**src/design/nca_pkg.sv**
```systemverilog
`timescale 1ns / 1ps
`default_nettype none
// ----------------------------------------------------------------------------
// nca_pkg: shared types and constants of the nearest centroid assignment
// Field widths, stream packing, register map, controller states and the
// control group broadcast from the controller to the distance cells.
// ----------------------------------------------------------------------------
package nca_pkg;

  // Default sizing of the centroid table
  localparam int MAX_CLUSTERS_DEF   = 8;
  localparam int MAX_DIMENSIONS_DEF = 16;

  // Field widths
  localparam int DATA_W = 16;
  localparam int DIST_W = 36;
  localparam int CIDX_W = 3;
  localparam int FIDX_W = 4;
  localparam int ACT_W  = 4;
  localparam int SQ_W   = 32;

  // Stream packing
  localparam int IN_TDATA_W  = 24;
  localparam int OUT_TDATA_W = 40;

  // Saturation value of a running distance
  localparam logic [DIST_W-1:0] DIST_MAX = {DIST_W{1'b1}};

  // Word kinds carried on in_tuser
  localparam logic ACT_LOAD  = 1'b0;
  localparam logic ACT_POINT = 1'b1;

  // Register map: word index taken from paddr above the byte lanes
  localparam int CFG_AW = 3;
  localparam int CFG_DW = 32;
  localparam logic [0:0] REG_ACTIVE_CLUSTERS = 1'b0;
  localparam logic [ACT_W-1:0] ACT_RESET = 4'd8;

  // Controller states
  typedef enum logic [1:0] {
    ST_RUN,
    ST_SWEEP,
    ST_HOLD
  } nca_state_t;

  // Broadcast control to every cell
  typedef struct packed {
    logic wr_en;   // load word in range; each cell matches its own index itself
    logic rd_en;   // point feature in range: read centroid coordinate
    logic acc_en;  // squared difference in stage two is to be added
  } nca_ctrl_t;

endpackage
`default_nettype wire

```
**src/design/nca_cell.sv**
```systemverilog
`timescale 1ns / 1ps
`default_nettype none
// ----------------------------------------------------------------------------
// nca_cell: one centroid of the chain
// Holds one centroid row and its running squared distance. On a compare
// token from the left it keeps the better candidate, passes it right and
// clears its running distance.
// ----------------------------------------------------------------------------
module nca_cell #(
  parameter int CELL_IDX       = 0,
  parameter int MAX_DIMENSIONS = nca_pkg::MAX_DIMENSIONS_DEF,
  parameter int DIW            = 4,
  parameter int IDX_W          = 3
) (
  input  wire                          clk,
  input  wire                          rst_n,
  input  nca_pkg::nca_ctrl_t           ctrl,
  input  wire                          active,
  input  wire [nca_pkg::CIDX_W-1:0]    ld_cidx,
  input  wire [DIW-1:0]                addr,
  input  wire [nca_pkg::DATA_W-1:0]    wr_data,
  input  wire [nca_pkg::DATA_W-1:0]    feat,
  input  wire                          tok_in_vld,
  input  wire [IDX_W-1:0]              tok_in_idx,
  input  wire [nca_pkg::DIST_W-1:0]    tok_in_dist,
  output logic                         tok_out_vld,
  output logic [IDX_W-1:0]             tok_out_idx,
  output logic [nca_pkg::DIST_W-1:0]   tok_out_dist
);

  logic [nca_pkg::DATA_W-1:0] row_mem [MAX_DIMENSIONS];
  logic [nca_pkg::DATA_W-1:0] cent_r;
  logic [nca_pkg::SQ_W-1:0]   sq_r;
  logic [nca_pkg::DIST_W-1:0] acc_r;
  logic [nca_pkg::DIST_W-1:0] acc_nxt;
  logic                       tok_vld_r;
  logic [IDX_W-1:0]           tok_idx_r;
  logic [nca_pkg::DIST_W-1:0] tok_dist_r;
  logic                       wr_sel;
  logic signed [nca_pkg::DATA_W:0] diff;
  logic [nca_pkg::DATA_W:0]   mag_full;
  logic [nca_pkg::DATA_W-1:0] mag;
  logic [nca_pkg::DIST_W:0]   sum;
  logic                       take_own;

  assign wr_sel = ctrl.wr_en && (32'(ld_cidx) == CELL_IDX);

  // Write a loaded coordinate, read the one a feature needs
  always_ff @(posedge clk) begin
    if (wr_sel) begin
      row_mem[addr] <= wr_data;
    end
    if (ctrl.rd_en) begin
      cent_r <= row_mem[addr];
    end
  end

  // Difference is exact in 17 bits, its magnitude fits 16
  always_comb begin
    diff     = $signed({feat[nca_pkg::DATA_W-1], feat})
             - $signed({cent_r[nca_pkg::DATA_W-1], cent_r});
    mag_full = diff[nca_pkg::DATA_W] ? 17'(-diff) : 17'(diff);
    mag      = mag_full[nca_pkg::DATA_W-1:0];
  end

  // Square stage
  always_ff @(posedge clk) begin
    sq_r <= mag * mag;
  end

  // Saturating add, and the compare against the token from the left
  always_comb begin
    sum      = {1'b0, acc_r} + {5'b0, sq_r};
    acc_nxt  = sum[nca_pkg::DIST_W] ? nca_pkg::DIST_MAX : sum[nca_pkg::DIST_W-1:0];
    take_own = active && (acc_r < tok_in_dist);
  end

  // Accumulate, then clear once the token has seen this cell
  always_ff @(posedge clk) begin
    if (!rst_n) begin
      acc_r <= '0;
    end else if (tok_in_vld) begin
      acc_r <= '0;
    end else if (ctrl.acc_en && active) begin
      acc_r <= acc_nxt;
    end
  end

  // Hand the best candidate so far to the right
  always_ff @(posedge clk) begin
    if (!rst_n) begin
      tok_vld_r <= 1'b0;
    end else begin
      tok_vld_r <= tok_in_vld;
    end
  end

  always_ff @(posedge clk) begin
    if (tok_in_vld) begin
      tok_idx_r  <= take_own ? IDX_W'(CELL_IDX) : tok_in_idx;
      tok_dist_r <= take_own ? acc_r : tok_in_dist;
    end
  end

  assign tok_out_vld  = tok_vld_r;
  assign tok_out_idx  = tok_idx_r;
  assign tok_out_dist = tok_dist_r;

endmodule
`default_nettype wire

```
**config.mk**
```make
export PLATFORM = sky130hd
export DESIGN_NAME = nca_cell
export DESIGN_NICKNAME = d
export VERILOG_FILES = /design/src/design/nca_pkg.sv /design/src/design/nca_cell.sv
export SDC_FILE = /design/constraint.sdc
export NUM_CORES = 1
export LEC_CHECK = 0
export ABC_AREA = 1
export BUFFER_PORTS_ARGS = -buffer_cell sky130_fd_sc_hd__buf_2
export CORE_ASPECT_RATIO = 1.4
export CORE_MARGIN = 2
export CORE_UTILIZATION = 35
export CTS_CLUSTER_DIAMETER = 40
export CTS_CLUSTER_SIZE = 14
export DETAILED_ROUTE_END_ITERATION = 16
export PLACE_DENSITY_LB_ADDON = 0.2
export SLEW_MARGIN = 15
export SYNTH_ARGS = -nofsm -noshare
export SYNTH_HDL_FRONTEND = slang
export SYNTH_SLANG_ARGS = --single-unit
```
**constraint.sdc**
```tcl
create_clock -name clk -period 10.7 [get_ports clk]
set_clock_uncertainty 0.15 [all_clocks]
set_input_delay 2.14 -clock clk [delete_from_list [all_inputs] [get_ports clk]]
set_output_delay 2.14 -clock clk [all_outputs]
set_load 0.01 [all_outputs]
```
==> summary.md <==
| Metric | Value |
|---|---|
| Routed WL | `between 60000 and 70000 um` |
| DP HPWL | `~50000 um` |
| Clock Tree Buf Depth | `3` |
| Worst Setup End Kind | `flop` |
| Clk_lat worst skew | `600 ps` |
| Worst-Margin Slew | `about 1200 ps` |
| Seq/Total Area, Yosys | `about 43%` |
| Critical path peak fanout | `11` |
| Mapped cell area | `approximately 25000 um2` |
| Drt pass-1 iters | `5` |
| Routability cong. | `0.8961` |
| Largest cells by area after synthesis | `edfxtp_1, fa_1, ha_1` |
| Initial antenna violation count | `0` |
| Min-Delay Path Class | `reg -> reg` |
| GRT Overall Usage | `18.06%` |
| Max stage delay cell, worst path | `fa_1` |
| Max incr delay on CP | `550 ps` |
| H-Tree Depth | `2` |
| Crit path kind | `in -> reg` |
| TritonCTS clock tree | `yes` |
| Global-route wire length before repair | `slightly above 100000 um` |
| Syn. warnings | `0` |
| Vias in the first global route | `19130` |
| RSZ-0062 raised after global routing | `false` |
| Critical Path AT | `around 10000 ps` |
| Initial Util | `roughly a third` |
| Status | `completed` |
| Setup Buffers After CTS | `0` |
| Ys async rst share | `0%` |
| Area grow syn2layout | `13.19%` |
| Detail Route Antenna Nets | `0` |
| Avg Inst Size Synth | `~10 um2` |
| Register area | `10700 um2` |
| Most frequent CP cell | `inv_1` |
| Post_cts resized | `0` |
| Port Buffers | `124` |
| Count of flip-flops with a built-in enable after synthesis | `just over 300` |
| Residual DRC count | `0` |
| Min cycle time layout | `~9700 ps` |
| CTS sink count | `379` |
| Fin nets | `a little over 3000` |
| Area leader, netlist | `edfxtp_1` |
| Avg WL per Cell | `18.05 um` |
| Main flop type after synthesis | `edfxtp_1` |
| Hold Fails Final Rpt | `0` |
| Setup tns final | `0 ps` |
| I/O Pins | `~130` |
| Fill cells | `~7000` |
| F_max | `between 0.1 and 0.15 GHz` |
| Root Driver | `clkbuf_16` |
| Num CTS Buffers | `45` |
| Total die area | `about 74000 um2` |
| Buffers plus inverters on the worst setup path | `9` |
| Row Count | `roughly 120` |
| Top-area cell type share of the netlist area | `37.27%` |
| Synth cell types | `between 50 and 60` |
| CP Launch Type | `input pin` |
| MaxCap Viol Count | `0` |
| DIE HEIGHT | `between 300 and 400 um` |
| Syn nets | `~3000` |
| Multi-input logic area | `roughly 12000 um2` |
| Synth top cells by count | `inv_1, nand2_1, edfxtp_1` |
| CP delay by family, top | `adder cells` |
| DRT iter0 DRCs | `between 700 and 800` |
| Synth Register Bits | `roughly 380` |
| Chip Width | `between 200 and 250 um` |
| Critical Path RT | `approximately 11000 ps` |
| Most frequent cell after synthesis | `inv_1` |
| CTS Hold Buffers Added | `0` |
| Mapped Cells | `between 2000 and 3000` |
| Rel. slew slack | `between 10% and 20%` |
| Via count | `17900` |
| Final setup vio count | `0` |
| Largest net degree at the start of global routing | `between 60 and 70` |
| Ratio of cells with drive above 1 in the final layout | `around 13%` |
| Global route overflow | `0` |
| Final Max Slew Viols | `0` |
| Core Area | `just over 70000 um2` |
| Via density | `about 5` |
| Period Utilization, post-route | `91.03%` |
| Clk slew on worst S/H paths | `around 60 ps` |
-- layout make-up --
class                           count  share of cell area [%]
Clock inverter                     35                   1.469
Antenna cell                        1                0.008822
Clock buffer                       48                   4.010
Multi-Input combinational cell   1611                   43.43
Timing Repair Buffer              156                   3.035
Tap cell                          944                   4.164
Inverter                          465                   6.162
Sequential cell                   379                   37.72
-- registers in the layout (all words and copies together), names as in the netlist --
register,flops
row_mem,256
cent_r,16
tok_out_idx,3
tok_out_dist,36
tok_out_vld,1
acc_r,36
sq_r,31
-- cell usage in the layout (no fill, tap or decap), types with 4 or more instances in the layout --
cell type	synthesis	final
inv_1	440	438
nand2_1	346	346
edfxtp_1	311	311
nor2_1	204	186
a21oi_1	186	186
ha_1	179	179
fa_1	166	166
a22oi_1	128	128
buf_2	5	124
o21ai_0	87	87
nand3_1	69	68
dfxtp_1	68	68
xor2_1	47	47
clkbuf_16	0	45
nor2_2	17	33
buf_4	5	32
inv_2	23	25
xnor2_1	19	19
nand2_2	18	18
or4_1	16	16
nand4_1	14	14
nor3_1	14	14
a31oi_1	13	13
nor2_4	9	11
clkinv_1	1	11
a21o_1	10	10
o21bai_1	7	7
nand3_2	5	6
nand2_4	5	5
a21boi_0	5	5
a211oi_1	5	5
bufinv_16	0	5
o211ai_1	4	4
o21a_1	4	4
nor4_1	4	4
clkinvlp_4	0	4
clkinv_4	0	4
-- worst paths after layout --
check / to / depth (start not counted) / slack [ps] / start
setup reg to reg: sq_r[30] / 32 / 2050 / cent_r[0]
setup / recovery: sq_r[30] / 34 / 960 / feat[0]
hold reg to reg: acc_r[0] / 3 / 430 / sq_r[0]
hold / removal: acc_r[0] / 3 / 430 / sq_r[0]
-- metrics by stage --
| stage | utilization (%) | hold slack [ps] | std cells | setup WS [ps] | instance area, um2 |
|---|---|---|---|---|---|
| 3_5_place_dp | 37.70 | 420.9 | 3555 | 324.2 | 26810 |
| 2_1_floorplan | - | 389.7 | 2526 | 1702 | 25060 |
| 4_1_cts | 39.88 | 434.5 | 3638 | 952.5 | 28360 |
| 5_1_grt | 39.88 | 448.7 | 3638 | 374.1 | 28360 |
| 6_report | 39.88 | 431.6 | 3639 | 959.3 | 28360 |
| 3_3_place_gp | 37.70 | 415.9 | 3555 | 445.9 | 26810 |
-- metal layers --
| metal | global-route usage [%] | routed length (um) | vias to the layer above |
|---|---|---|---|
| met3 | 2.738 | 2682 | 167 |
| met5 | 0 | 0 | - |
| met4 | 9.204 | 3521 | 0 |
| li1 | - | - | 8711 |
| met2 | 34.82 | 35180 | 422 |
| met1 | 18.68 | 24310 | 8598 |
-- worst register-to-register path, delay by kind of cell (launching register included) --
family	cells	cell delay [ps]
simple gates	9	1410
buf+inv	7	750
fa+ha+maj	10	4310
compound gates	5	1260
flops	1	500
xor+xnor	1	140
-- cell families (layout without fill, tap and decap cells) --
family,after synthesis,in the layout,synth area share [%]
adder cells (fa/ha/maj),345,345,22.20
XOR/XNOR,70,70,2.656
AO/OA/AOI/OAI,467,467,11.27
other,0,1,0
AND/OR/NAND/NOR,729,729,12.79
flip-flops,379,379,42.70
buffers and inverters,536,704,8.383
Power is left out: the tool's default activity adds up to more than one toggle a clock period on the data nets, which glitch-free logic cannot reach.
